$ cat src/sv/tet_pkg.sv
`timescale 1ns / 1ps
// ----------------------------------------------------------------------------
// tet_pkg
// Shared types and constants of the touch event tracker: panel geometry,
// command and event codes, register indexes, and the config/result words.
// ----------------------------------------------------------------------------
package tet_pkg;

  localparam int PANEL_W = 240;
  localparam int PANEL_H = 320;

  // largest clamped raw coordinates
  localparam logic [11:0] RAW_X_MAX = 12'(PANEL_W - 1);
  localparam logic [11:0] RAW_Y_MAX = 12'(PANEL_H - 1);

  localparam int CX_W = 9;
  localparam int CY_W = 8;

  localparam logic CMD_POLL = 1'b0;
  localparam logic CMD_TILE = 1'b1;

  localparam logic [1:0] CFG_FLIP      = 2'd0;
  localparam logic [1:0] CFG_HOLDOFF   = 2'd1;
  localparam logic [1:0] CFG_HEARTBEAT = 2'd2;

  localparam logic [19:0] HOLDOFF_RST   = 20'd12000;
  localparam logic [25:0] HEARTBEAT_RST = 26'd2000000;

  typedef enum logic [1:0] {
    KIND_UP   = 2'd0,
    KIND_DOWN = 2'd1,
    KIND_MOVE = 2'd2
  } kind_t;

  typedef struct packed {
    logic        flip;
    logic [19:0] holdoff;
    logic [25:0] heartbeat;
  } cfg_t;

  typedef struct packed {
    logic            send;
    logic            heartbeat;
    kind_t           kind;
    logic [CX_W-1:0] cx;
    logic [CY_W-1:0] cy;
    logic [7:0]      seq;
  } res_t;

endpackage

$ cat src/sv/touch_event_tracker_core.sv
`timescale 1ns / 1ps
// ----------------------------------------------------------------------------
// touch_event_tracker_core
// Turns touch polls and tile marks into down/move/up packets and heartbeats.
// ----------------------------------------------------------------------------
// One word in, one result word out, for every input word. A word is taken
// every clock cycle while the output register is not stalled: the touch
// state, the hold-off and heartbeat compares and the clamp/rotate mapping
// are all combinational, and the result is loaded into an output register at
// the accepting edge and offered from the next cycle on. The input side stays
// ready while that register is empty or being drained in the same cycle. The
// configuration port is always ready; write it only while the block is idle.
module touch_event_tracker_core (
  input  logic        clk,
  input  logic        rst,
  input  logic        cfg_valid,
  output logic        cfg_ready,
  input  logic [1:0]  cfg_index,
  input  logic [25:0] cfg_data,
  input  logic        in_valid,
  output logic        in_ready,
  input  logic        command,
  input  logic [7:0]  point_count,
  input  logic [11:0] raw_x,
  input  logic [11:0] raw_y,
  input  logic [31:0] now_us,
  output logic        out_valid,
  input  logic        out_ready,
  output logic        send,
  output logic        heartbeat,
  output logic [1:0]  event_kind,
  output logic [8:0]  canvas_x,
  output logic [7:0]  canvas_y,
  output logic [7:0]  sequence_res
);
  import tet_pkg::*;

  cfg_t cfg;
  res_t res_next;
  res_t res;
  logic accept;

  assign cfg_ready = 1'b1;
  assign in_ready  = !out_valid || out_ready;
  assign accept    = in_valid && in_ready;

  always_ff @(posedge clk) begin
    if (rst) begin
      cfg.flip      <= 1'b0;
      cfg.holdoff   <= HOLDOFF_RST;
      cfg.heartbeat <= HEARTBEAT_RST;
    end else if (cfg_valid) begin
      unique case (cfg_index)
        CFG_FLIP:      cfg.flip      <= cfg_data[0];
        CFG_HOLDOFF:   cfg.holdoff   <= cfg_data[19:0];
        CFG_HEARTBEAT: cfg.heartbeat <= cfg_data;
        default: ;
      endcase
    end
  end

  tet_tracker u_tracker (
    .clk         (clk),
    .rst         (rst),
    .accept      (accept),
    .command     (command),
    .point_count (point_count),
    .raw_x       (raw_x),
    .raw_y       (raw_y),
    .now_us      (now_us),
    .cfg         (cfg),
    .res         (res_next)
  );

  always_ff @(posedge clk) begin
    if (rst) begin
      out_valid <= 1'b0;
    end else if (accept) begin
      out_valid <= 1'b1;
    end else if (out_ready) begin
      out_valid <= 1'b0;
    end
  end

  always_ff @(posedge clk) begin
    if (accept) begin
      res <= res_next;
    end
  end

  assign send         = res.send;
  assign heartbeat    = res.heartbeat;
  assign event_kind   = res.kind;
  assign canvas_x     = res.cx;
  assign canvas_y     = res.cy;
  assign sequence_res = res.seq;

  // a word with no packet carries nothing else
  a_quiet_zero : assert property (@(posedge clk) disable iff (rst)
    out_valid && !send |-> !heartbeat && event_kind == KIND_UP && canvas_x == '0
      && canvas_y == '0 && sequence_res == '0)
    else $error("non-send result carries data");

  // heartbeat is an up packet at the origin
  a_hb_shape : assert property (@(posedge clk) disable iff (rst)
    out_valid && heartbeat |-> send && event_kind == KIND_UP && canvas_x == '0
      && canvas_y == '0)
    else $error("malformed heartbeat");

  a_canvas_range : assert property (@(posedge clk) disable iff (rst)
    out_valid |-> canvas_x < 9'(PANEL_H) && canvas_y < 8'(PANEL_W - 1) + 8'd1
      && event_kind != 2'd3)
    else $error("canvas point out of range");

  // every accepted word shows up in the output register next cycle
  a_accept_out : assert property (@(posedge clk) disable iff (rst)
    in_valid && in_ready |=> out_valid)
    else $error("accepted word lost");

endmodule

$ cat src/sv/tet_map.sv
`timescale 1ns / 1ps
// ----------------------------------------------------------------------------
// tet_map
// Clamps a raw portrait point to the panel and rotates it into landscape,
// normal or turned 180 degrees.
// ----------------------------------------------------------------------------
module tet_map (
  input  logic                  flip,
  input  logic [11:0]           rx,
  input  logic [11:0]           ry,
  output logic [tet_pkg::CX_W-1:0] cx,
  output logic [tet_pkg::CY_W-1:0] cy
);
  import tet_pkg::*;

  logic [11:0] a;
  logic [11:0] b;
  logic [11:0] x_full;
  logic [11:0] y_full;

  always_comb begin
    a = (rx > RAW_X_MAX) ? RAW_X_MAX : rx;
    b = (ry > RAW_Y_MAX) ? RAW_Y_MAX : ry;
    if (flip) begin
      x_full = RAW_Y_MAX - b;
      y_full = a;
    end else begin
      x_full = b;
      y_full = RAW_X_MAX - a;
    end
  end

  assign cx = x_full[CX_W-1:0];
  assign cy = y_full[CY_W-1:0];

endmodule

$ cat src/sv/tet_tracker.sv
`timescale 1ns / 1ps
// ----------------------------------------------------------------------------
// tet_tracker
// Touch state, pending event and send timing. Works out the result of the
// word on its inputs and updates its state when that word is accepted.
// ----------------------------------------------------------------------------
module tet_tracker (
  input  logic          clk,
  input  logic          rst,
  input  logic          accept,
  input  logic          command,
  input  logic [7:0]    point_count,
  input  logic [11:0]   raw_x,
  input  logic [11:0]   raw_y,
  input  logic [31:0]   now_us,
  input  tet_pkg::cfg_t cfg,
  output tet_pkg::res_t res
);
  import tet_pkg::*;

  logic            was_touched, was_touched_next;
  logic [11:0]     prev_raw_x, prev_raw_x_next;
  logic [11:0]     prev_raw_y, prev_raw_y_next;
  logic            pending, pending_next;
  kind_t           pending_kind, pending_kind_next;
  logic [CX_W-1:0] pending_x, pending_x_next;
  logic [CY_W-1:0] pending_y, pending_y_next;
  logic [7:0]      event_counter, event_counter_next;
  logic [31:0]     last_send_time, last_send_time_next;
  logic [31:0]     last_tile_time, last_tile_time_next;

  logic            is_poll;
  logic            touched;
  logic            latch;
  kind_t           latch_kind;
  logic [11:0]     map_rx, map_ry;
  logic [CX_W-1:0] map_cx;
  logic [CY_W-1:0] map_cy;
  logic            quiet;
  logic            hb_due;

  assign is_poll = (command == CMD_POLL);
  assign touched = (point_count == 8'd1) || (point_count == 8'd2);

  // up events use the last touched position
  assign map_rx = touched ? raw_x : prev_raw_x;
  assign map_ry = touched ? raw_y : prev_raw_y;

  tet_map u_map (
    .flip (cfg.flip),
    .rx   (map_rx),
    .ry   (map_ry),
    .cx   (map_cx),
    .cy   (map_cy)
  );

  assign quiet  = (now_us - last_tile_time) >= {12'd0, cfg.holdoff};
  assign hb_due = (now_us - last_send_time) >= {6'd0, cfg.heartbeat};

  always_comb begin
    latch      = 1'b0;
    latch_kind = KIND_UP;
    if (is_poll) begin
      if (touched) begin
        latch      = !was_touched || (raw_x != prev_raw_x) || (raw_y != prev_raw_y);
        latch_kind = was_touched ? KIND_MOVE : KIND_DOWN;
      end else begin
        latch      = was_touched;
        latch_kind = KIND_UP;
      end
    end
  end

  always_comb begin
    was_touched_next    = was_touched;
    prev_raw_x_next     = prev_raw_x;
    prev_raw_y_next     = prev_raw_y;
    pending_next        = pending;
    pending_kind_next   = pending_kind;
    pending_x_next      = pending_x;
    pending_y_next      = pending_y;
    event_counter_next  = event_counter;
    last_send_time_next = last_send_time;
    last_tile_time_next = last_tile_time;
    res                 = '0;
    res.kind            = KIND_UP;

    if (!is_poll) begin
      last_tile_time_next = now_us;
    end else begin
      if (touched) begin
        was_touched_next = 1'b1;
        prev_raw_x_next  = raw_x;
        prev_raw_y_next  = raw_y;
      end else begin
        was_touched_next = 1'b0;
      end
      if (latch) begin
        pending_next       = 1'b1;
        pending_kind_next  = latch_kind;
        pending_x_next     = map_cx;
        pending_y_next     = map_cy;
        event_counter_next = event_counter + 8'd1;
      end
      if (quiet) begin
        if (pending_next) begin
          res.send            = 1'b1;
          res.kind            = pending_kind_next;
          res.cx              = pending_x_next;
          res.cy              = pending_y_next;
          res.seq             = event_counter_next;
          pending_next        = 1'b0;
          last_send_time_next = now_us;
        end else if (hb_due) begin
          res.send            = 1'b1;
          res.heartbeat       = 1'b1;
          res.seq             = event_counter_next;
          last_send_time_next = now_us;
        end
      end
    end
  end

  always_ff @(posedge clk) begin
    if (rst) begin
      was_touched    <= 1'b0;
      prev_raw_x     <= '0;
      prev_raw_y     <= '0;
      pending        <= 1'b0;
      pending_kind   <= KIND_UP;
      pending_x      <= '0;
      pending_y      <= '0;
      event_counter  <= '0;
      last_send_time <= '0;
      last_tile_time <= '0;
    end else if (accept) begin
      was_touched    <= was_touched_next;
      prev_raw_x     <= prev_raw_x_next;
      prev_raw_y     <= prev_raw_y_next;
      pending        <= pending_next;
      pending_kind   <= pending_kind_next;
      pending_x      <= pending_x_next;
      pending_y      <= pending_y_next;
      event_counter  <= event_counter_next;
      last_send_time <= last_send_time_next;
      last_tile_time <= last_tile_time_next;
    end
  end

endmodule

$ cat config.mk
export PLATFORM = sky130hd
export DESIGN_NAME = touch_event_tracker_core
export DESIGN_NICKNAME = d
export VERILOG_FILES = /design/src/sv/tet_pkg.sv /design/src/sv/touch_event_tracker_core.sv /design/src/sv/tet_map.sv /design/src/sv/tet_tracker.sv
export SDC_FILE = /design/constraint.sdc
export NUM_CORES = 1
export LEC_CHECK = 0
export ABC_CLOCK_PERIOD_IN_PS = 17600
export BUFFER_PORTS_ARGS = -buffer_cell sky130_fd_sc_hd__buf_2
export CAP_MARGIN = 20
export CORE_ASPECT_RATIO = 0.6
export CORE_MARGIN = 5
export CORE_UTILIZATION = 60
export DETAILED_ROUTE_END_ITERATION = 6
export GPL_TIMING_DRIVEN = 1
export PLACE_DENSITY = 0.84
export SYNTH_ARGS = -nofsm -noshare
export SYNTH_HDL_FRONTEND = slang
export SYNTH_SLANG_ARGS = --single-unit
$ cat constraint.sdc
create_clock -name clk -period 17.6 [get_ports clk]
set_input_delay 3.52 -clock clk [delete_from_list [all_inputs] [get_ports clk]]
set_output_delay 3.52 -clock clk [all_outputs]
set_load 0.005 [all_outputs]
# Word-level counts from Yosys, hierarchy flattened
# Cells that the tools add are included.
[totals]
regBits = 194
output_inout_bits = 32
elab_cells = 83
[classes]
n_addsub = 5
magnitude_cmp = 4
eq_ne = 6
mux = 26
n_bitwise = 3
n_reduce_logical = 19
[op_table]
columns = ["cell", "n"]
rows = [
  ["$mux 32", 2],
  ["$sub 32x32->32", 2],
  ["$mux 8", 6],
  ["$ge 32x20->1", 1],
  ["$ge 32x26->1", 1],
  ["$mux 9", 3],
  ["$mux 12", 2],
  ["$ne 12x12->1", 2],
  ["$gt 12x8->1 const B", 1],
  ["$gt 12x9->1 const B", 1],
  ["$reduce_and 2->1", 5],
  ["$mux 1", 9],
  ["$sub 9x9->9 const A", 1],
  ["$add 8x1->8 const B", 1],
  ["$eq 8x1->1 const B", 1],
  ["$eq 8x2->1 const B", 1],
  ["$mux 2", 4],
  ["$sub 8x8->8 const A", 1],
  ["$reduce_or 3->1", 2],
  ["$logic_or 1x1->1", 4],
  ["$reduce_and 4->1", 1],
  ["$reduce_bool 2->1", 2],
  ["$not 1->1", 3],
  ["$eq 2x1->1 const B", 1],
  ["5 further kinds", 6],
]

# Logic depth before layout (Yosys ltp)
# Gate-level depths: netlist of the first run.
[depth]
ltp_word = 9
mapped_depth = 25
mapped_depth_nobuf = 23

# By module
# From an unflattened synthesis of the first run, not the netlist that was laid out.
[hier_totals]
hier_cells = 1659
hier_area_um2 = 13530.5
[modules_own_cells]
columns = ["module", "n_inst", "cells_each", "area_per_inst_um2"]
rows = [
  ["tet_tracker", 1, 1380, 10303.6],
  ["touch_event_tracker_core", 1, 231, 2909.0],
  ["tet_map", 1, 48, 317.8],
]

# Worst setup path before layout of the first run
# No wires, ideal clock.
[synth_path]
kind = "input port to flip-flop"
from = "input port now_us[0]"
to = "register res (netlist bit canvas_x[7]), data pin"
arrival_ns = 7.886
setup_slack_ns = 9.454
path_stages = 24
path_buffers = 1
cell_sequence = "inv_1 > ha_1 > inv_1 > fa_1 > a21o_1 > a221oi_1 > o21a_1 > nand2_1 > a31oi_1 > o21bai_1 > a31oi_1 > xnor2_1 > ha_1 > a21oi_1 > nand2_1 > o2bb2ai_1 > a2111oi_0 > o311a_1 > o211ai_1 > and4b_1 > nand4_1 > o211ai_1 > buf_2 > nor2_1"
[synth_between]
elab_chain_len = 4
[synth_lines]
columns = ["element", "line", "rtl"]
rows = [
  ["start: declaration", "touch_event_tracker_core.sv:26", "input logic [31:0] now_us,"],
  ["$sub 32x32->32", "tet_tracker.sv:57", "assign quiet = (now_us - last_tile_time) >= {12'd0, cfg.holdoff};"],
  ["$ge 32x20->1", "tet_tracker.sv:57", ""],
  ["$not 1->1 (no source line)", "--", ""],
  ["$reduce_or 3->1 (no source line)", "--", ""],
  ["end signal: assignment", "touch_event_tracker_core.sv:87", "res <= res_next;"],
  ["end: declaration", "touch_event_tracker_core.sv:40", "res_t res;"],
]
# Every way passes these cells.
# A chain may end at the register's enable or synchronous reset.

# Worst setup path after layout of the first run
[layout_path]
from = "input port now_us[0]"
to = "register u_tracker.last_send_time[11]"
[layout_between]
elab_chain_len = 4
elab_cells_between_ends = 6
[layout_lines]
columns = ["element", "line", "rtl"]
rows = [
  ["$sub 32x32->32", "tet_tracker.sv:58", "assign hb_due = (now_us - last_send_time) >= {6'd0, cfg.heartbeat};"],
  ["$ge 32x26->1", "tet_tracker.sv:58", ""],
  ["$reduce_bool 2->1 (no source line)", "--", ""],
  ["$reduce_and 4->1 (no source line) (*)", "--", ""],
  ["end signal: assignment", "tet_tracker.sv:145", "last_send_time <= last_send_time_next;"],
  ["end: declaration", "tet_tracker.sv:29", "logic [31:0] last_send_time, last_send_time_next;"],
]
# Mark *: on every way between the ends. The rest lies on a longest branch, timed or not.

==> reports/results.ini, run 1 <==
[placed_design]
dpl_cell_area_um2=13700
hpwlAfterDp_mm=28.0
gp_congestion=1.01
port_buffers=128

[layout]
multiInputGateArea_um2=7990
layout_commonest_cell=nand2_1
final_cell_area_um2=14300
drive_gt1_share_pct=11.0
area.growth.synth_to_final_pct=10.5
final_cell_mix=nand2_1, a21oi_1, dfxtp_1
num-nets-final=1944
fillers=1754
seqCellArea_um2=4170

[drt]
viasPerCell=5.92
wire_per_inst_um=18.1
drtIter0Drc=1380
via_count=12000
wl_mm=36.7
postRouteAntennaNets=0
drt_first_pass_iters=6
remaining_drc_errors=0

[timing]
max_freq_mhz=115
final-hold-violation-count=0
period_share_pct=49.6
setup_viol=0
min_period_ps=8730
fin_skew_ps=14.6
worst_pin_slew_ps=1140
slew_viol_final=0
hold_ws_ps=455
final.setup.tns_ps=0
rsz0062_at_grt=no
max_slew_margin_pct=24.3

[power]
power.density_nw_per_um2=79.7
swShare_pct=32.9
netSwitchingPower_mw=0.375
peakVddDrop_v=0.0000672
pwr-share-comb_pct=24.8
clockPowerShare_pct=33.8
leakage_nw=5.62
seq_power_share_pct=41.5
p_int_mw=0.766

[global_routing]
antenna_found_initial=2
grtUsageMet2_pct=41.5
gr-total-overflow=0
grtUsageMet3_pct=8.62
grt_max_degree=110
grt_pass1_wl_mm=58.0
grt.met1_usage_pct=45.2
grt_pass1_vias=11000
top_usage_layer=met1
track_usage_pct=29.6

[cts]
clk_pin_slew_ps=70
clk_latency_ps=450
cts_buffer_depth=2
cts_made_buffers=17
cts_hold_buf=0
cts_sinks=194
cts-root-buf=clkbuf_16
cts_tree=built
ctsResizeCount=0
post_cts_buffers=0
htreeDepth=4

[min_path]
min_from=cfg[2]
hold_class=flop to flop
holdPathStages=2
min_to=cfg[2]

[logic_synthesis]
yosysTopAreaCell=dfxtp_1
synthFlopType=dfxtp_1
synth_cell_types=73
async_flop_share_pct=0
synth_edf_count=29
ys_seq_area_share_pct=32.2
yosysWarnings=0
synth-seq-cells=194
syn_area_um2=13000
postSynthAreaPerCell_um2=7.82
synth.top_cell.area_share_pct=25.5
postSynthCellCount=1657
synth_fp_nets=1868
synthTopCellsByArea=dfxtp_1, ha_1, nand2_1

[critical_path]
cp-start-kind=input pin
worstPathArrival_ps=9010
cp.required_ps=17880
cp-end-kind=flop
cpMaxStageDelayCell=a221oi_1
worstPathCellList=buf_2 -> inv_1 -> ha_1 -> inv_1 -> fa_1 -> a21o_1 -> a221oi_1 -> o21a_1 -> nand2_1 -> a31oi_1 -> o21bai_1 -> a31oi_1 -> xnor2_1 -> ha_1 -> a21oi_1 -> nand2_1 -> o2bb2ai_1 -> a2111oi_0 -> o311a_1 -> o211ai_1 -> and4b_1 -> nand4_1 -> o311a_2 -> mux2i_1
path_class=input pin to flop
reg2reg_to=u_tracker.last_send_time[11]
cp_max_fo=32
ff2ff_path_depth=22
slowest_delay_ps=630
r2r_start=u_tracker.last_tile_time[0]
r2r_slack_ps=11800
critPathLaunch=now_us[0]

[floorplan]
die_w_um=200
die_y_um=124
rows=41
ioPinCount=130
fp.dieArea_um2=24700
core_region_area_um2=21100
start_util_pct=61.3

[flow_run]
drv_cap=0

[outcome]
outcome=finished, final reports clean

power groups by stage:
stage,Clock (mW),Sequential [mW],Combinational (mW)
4_1_cts,0.389,0.473,0.275
2_1_floorplan,0,0.482,0.192
3_5_place_dp,0,0.483,0.272
5_1_grt,0.408,0.475,0.311
3_3_place_gp,0,0.482,0.265
6_report,0.385,0.473,0.283
per-stage QoR:
| step | setup slack [ps] | total power [mW] | std cells | util, % |
|---|---|---|---|---|
| global route | 8660 | 1.19 | 2026 | 67.7 |
| CTS | 9000 | 1.14 | 2024 | 67.6 |
| floorplan | 9450 | 0.674 | 1657 | - |
| global placement | 8680 | 0.747 | 1991 | 64.8 |
| detailed placement | 8560 | 0.756 | 1992 | 64.9 |
| finish | 8870 | 1.14 | 2026 | 67.7 |
area by class of cell:
type,count,area share (%)
clock inverters,15,1.03
repair buffers,139,5.35
multi-input cells,1258,55.8
inverters,123,3.22
clock buffers,17,2.97
well taps,279,2.44
diodes,1,0.0175
flip-flops and latches,194,29.2
worst max-delay path, delay by kind of cell:
kind / cells / cell delay, ps
adders and majority gates: 3 / 860
xor gates and xnor gates: 1 / 150
AOI/OAI and AO/OA: 12 / 3160
muxes: 1 / 240
and+or+nand+nor: 4 / 770
buffers and inverters: 3 / 270
kinds of logic (layout without fill, tap and decap cells):
| logic type | count (synthesis) | count (layout) | synth area share (%) |
|---|---|---|---|
| mux | 56 | 56 | 4.34 |
| xor+xnor | 98 | 98 | 6.62 |
| other cells | 1 | 2 | 0.0289 |
| compound gates | 379 | 379 | 18.4 |
| fa+ha+maj | 113 | 113 | 11.0 |
| flops | 194 | 194 | 32.2 |
| buf+inv | 205 | 294 | 6.17 |
| simple gates | 611 | 611 | 21.2 |
worst max-delay path by stage:
| stage | end | cells after the start | slack [ps] |
|---|---|---|---|
| CTS | u_tracker.last_send_time[11] | 24 | 9000 |
| floorplan | canvas_x[7] | 24 | 9450 |
| finish | u_tracker.last_send_time[11] | 24 | 8870 |
| detailed placement | u_tracker.last_send_time[30] | 24 | 8560 |
| global route | u_tracker.last_send_time[4] | 24 | 8660 |
| global placement | u_tracker.last_send_time[1] | 24 | 8680 |
synthesized netlist by cell type (3+ instances only):
| master | n |
|---|---|
| a21o_1 | 31 |
| nand3b_1 | 4 |
| buf_2 | 3 |
| o31ai_1 | 3 |
| nand2b_1 | 70 |
| nand3_1 | 39 |
| a31oi_1 | 16 |
| o21a_1 | 11 |
| mux2i_1 | 55 |
| nor4_1 | 11 |
| edfxtp_1 | 29 |
| buf_1 | 7 |
| o211ai_1 | 6 |
| a211o_1 | 17 |
| buf_6 | 3 |
| or4_1 | 3 |
| and3_1 | 11 |
| clkbuf_1 | 68 |
| xor2_1 | 30 |
| a2111oi_0 | 5 |
| a21oi_1 | 175 |
| nand2_1 | 294 |
| dfxtp_1 | 165 |
| ha_1 | 111 |
| or3_1 | 8 |
| o21ai_0 | 49 |
| nor2_1 | 118 |
| nand4_1 | 24 |
| o21bai_1 | 6 |
| a211oi_1 | 19 |
| nor2b_1 | 6 |
| nor3_1 | 13 |
| inv_1 | 122 |
| a21boi_0 | 4 |
| xnor2_1 | 68 |
flip-flops by register name, indices dropped and copies added, names as in the netlist, 2 cells and up:
signal,flops
u_tracker.prev_raw_y,12
u_tracker.event_counter,8
canvas_x,9
u_tracker.last_tile_time,32
cfg,47
sequence_res,8
canvas_y,8
u_tracker.pending_x,9
u_tracker.last_send_time,32
u_tracker.pending_y,8
event_kind,2
u_tracker.pending_kind,2
u_tracker.prev_raw_x,12
layer usage:
metal	part of all wire [%]	vias to the layer above	wire [um]
li1	-	5838	-
met1	48	5530	17500
met2	40	554	14500
met3	11	64	4110
met4	1.6	2	588
met5	0.035	-	13
Note: power is estimated with default switching activity, not from simulation.
==> run 2, diff against run 1 <==
--- a/config.mk
+++ b/config.mk
@@ -5,15 +5,15 @@
 export SDC_FILE = /design/constraint.sdc
 export NUM_CORES = 1
 export LEC_CHECK = 0
-export ABC_CLOCK_PERIOD_IN_PS = 17600
+export ABC_CLOCK_PERIOD_IN_PS = 7100
 export BUFFER_PORTS_ARGS = -buffer_cell sky130_fd_sc_hd__buf_2
 export CAP_MARGIN = 20
 export CORE_ASPECT_RATIO = 0.6
 export CORE_MARGIN = 5
-export CORE_UTILIZATION = 60
+export CORE_UTILIZATION = 55
 export DETAILED_ROUTE_END_ITERATION = 6
 export GPL_TIMING_DRIVEN = 1
-export PLACE_DENSITY = 0.84
+export PLACE_DENSITY = 0.81
 export SYNTH_ARGS = -nofsm -noshare
 export SYNTH_HDL_FRONTEND = slang
 export SYNTH_SLANG_ARGS = --single-unit
==> constraint.sdc (replaced) <==
create_clock -name clk -period 7.1 [get_ports clk]
set_input_delay 1.42 -clock clk [delete_from_list [all_inputs] [get_ports clk]]
set_output_delay 1.42 -clock clk [all_outputs]
set_load 0.005 [all_outputs]
==> run 2 against run 1 <==
Critical path type unchanged. Combinational power is 150% higher. Final cell count is 1.9% higher. Largest cell class unchanged. Sequential cell count stayed put. Worst setup slack worse by 8100 ps. Clock power grew to 2.7 times the previous value. Die area is 8.5% higher. Global-route usage is 2.7 points lower. Design area is 0.89% higher. Register-to-register slack worse by 10000 ps. Total power grew to 2.6 times the previous value.
==> reports/results.ini, run 2 (synthesis results as in run 1) <==
[timing]
final-hold-violation-count=0
period_share_pct=89.7
max_freq_mhz=157
slew_viol_final=0
max_slew_margin_pct=27.5
setup_slack_ps=733
hold_ws_ps=457
fin_skew_ps=21.1
min_period_ps=6370
rsz0062_at_grt=no
setup_viol=0
worst_pin_slew_ps=1090
final.setup.tns_ps=0

[power]
peakVddDrop_v=0.000184
leakage_nw=5.65
power.density_nw_per_um2=202
total_power_mw=2.91

[drt]
drt_first_pass_iters=5
postRouteAntennaNets=0
remaining_drc_errors=0
drtIter0Drc=1360
wl_mm=36.9
viasPerCell=5.84
wire_per_inst_um=17.9
via_count=12100

[cts]
cts_made_buffers=17
cts_sinks=194
clk_latency_ps=470
post_cts_buffers=0
cts_tree=built
ctsResizeCount=0
clk_pin_slew_ps=80
cts_buffer_depth=2
cts-root-buf=clkbuf_16
htreeDepth=4
cts_hold_buf=0

[layout]
largestRegisters=cfg x47, u_tracker.last_send_time x32, u_tracker.last_tile_time x32
drive_gt1_share_pct=11.1
fin_util_pct=62.4
final_cell_mix=nand2_1, a21oi_1, dfxtp_1
seqCellArea_um2=4170
multiInputGateArea_um2=7990
area.growth.synth_to_final_pct=11.5
final_cell_area_um2=14400
layout_commonest_cell=nand2_1
num-nets-final=1946
final_cells=2064
largest_register_ffs=47
top_register=cfg
fillers=2030

[critical_path]
reg2reg_to=canvas_x[8]
ff2ff_path_depth=23
cpMaxStageDelayCell=a221oi_1
r2r_start=u_tracker.last_tile_time[0]
cp-start-kind=input pin
cp-end-kind=flop
cp.required_ps=7310
cp_max_fo=19
path_class=input pin to flop
slowest_delay_ps=560
r2r_slack_ps=1560
worstPathArrival_ps=6580

[floorplan]
rows=43
die_y_um=129
fp.dieArea_um2=26800
start_util_pct=56.0
die_w_um=208
core_region_area_um2=23100
ioPinCount=130

[global_routing]
track_usage_pct=26.9
grt_pass1_vias=11000
antenna_found_initial=1
grt_pass1_wl_mm=58.2
gr-total-overflow=0
grt_max_degree=108

[placed_design]
hpwlAfterDp_mm=28.1
port_buffers=128
place_ws_ps=345
gp_congestion=0.970
dpl_cell_area_um2=13800
post-place-cells=2029

[flow_run]
drv_cap=0

[min_path]
hold_class=flop to flop
min_to=cfg[9]
holdPathStages=2
min_from=cfg[9]

[outcome]
outcome=finished, final reports clean

-- run 2: cell types whose count changed in the layout (fill, tap and decap cells not counted), sizes merged --
cell      previous run  this run
buf                139       141
bufinv               0         1
clkinv               6         5
clkinvlp             1         0
inv                131       132
-- run 2: power breakdown --
| part | internal (mW) | switching [mW] | leakage, nW | total (mW) |
|---|---|---|---|---|
| sequential | 1.15 | 0.0193 | 1.63 | 1.17 |
| combinational | 0.279 | 0.424 | 3.71 | 0.703 |
| clock | 0.517 | 0.522 | 0.306 | 1.04 |
| total | 1.95 | 0.965 | 5.65 | 2.91 |
-- run 2: layout make-up --
type | count | area share, %
inverter | 123 | 3.20
antenna | 1 | 0.0173
clock buffer | 17 | 2.94
clock inverter | 15 | 1.40
tap | 315 | 2.73
multi-input combinational | 1258 | 55.3
sequential | 194 | 28.9
timing repair buffer | 141 | 5.49
-- run 2: worst max path at each step --
stage | slack (ps) | endpoint | start
detailed placement | 350 | canvas_x[7] | now_us[0]
finish | 730 | canvas_x[8] | now_us[0]
floorplan | 1050 | canvas_x[7] | now_us[0]
global route | 290 | canvas_y[1] | now_us[0]
global placement | 480 | canvas_x[7] | now_us[0]
CTS | 810 | canvas_x[8] | now_us[0]
-- run 2: layer usage --
metal	part of all wire (%)	global-route usage (%)	routed length, um
met5	0	0	0
met3	10	6.68	3790
met4	1.7	6.75	643
met2	41	38.6	15000
met1	47	40.6	17500
-- run 2: worst max-delay path, delay by kind of cell --
kind            cells  cell delay, ps
simple gates        5             820
buf+inv             4             520
compound gates     12            2810
fa+ha+maj           3             850
xor+xnor            1             150
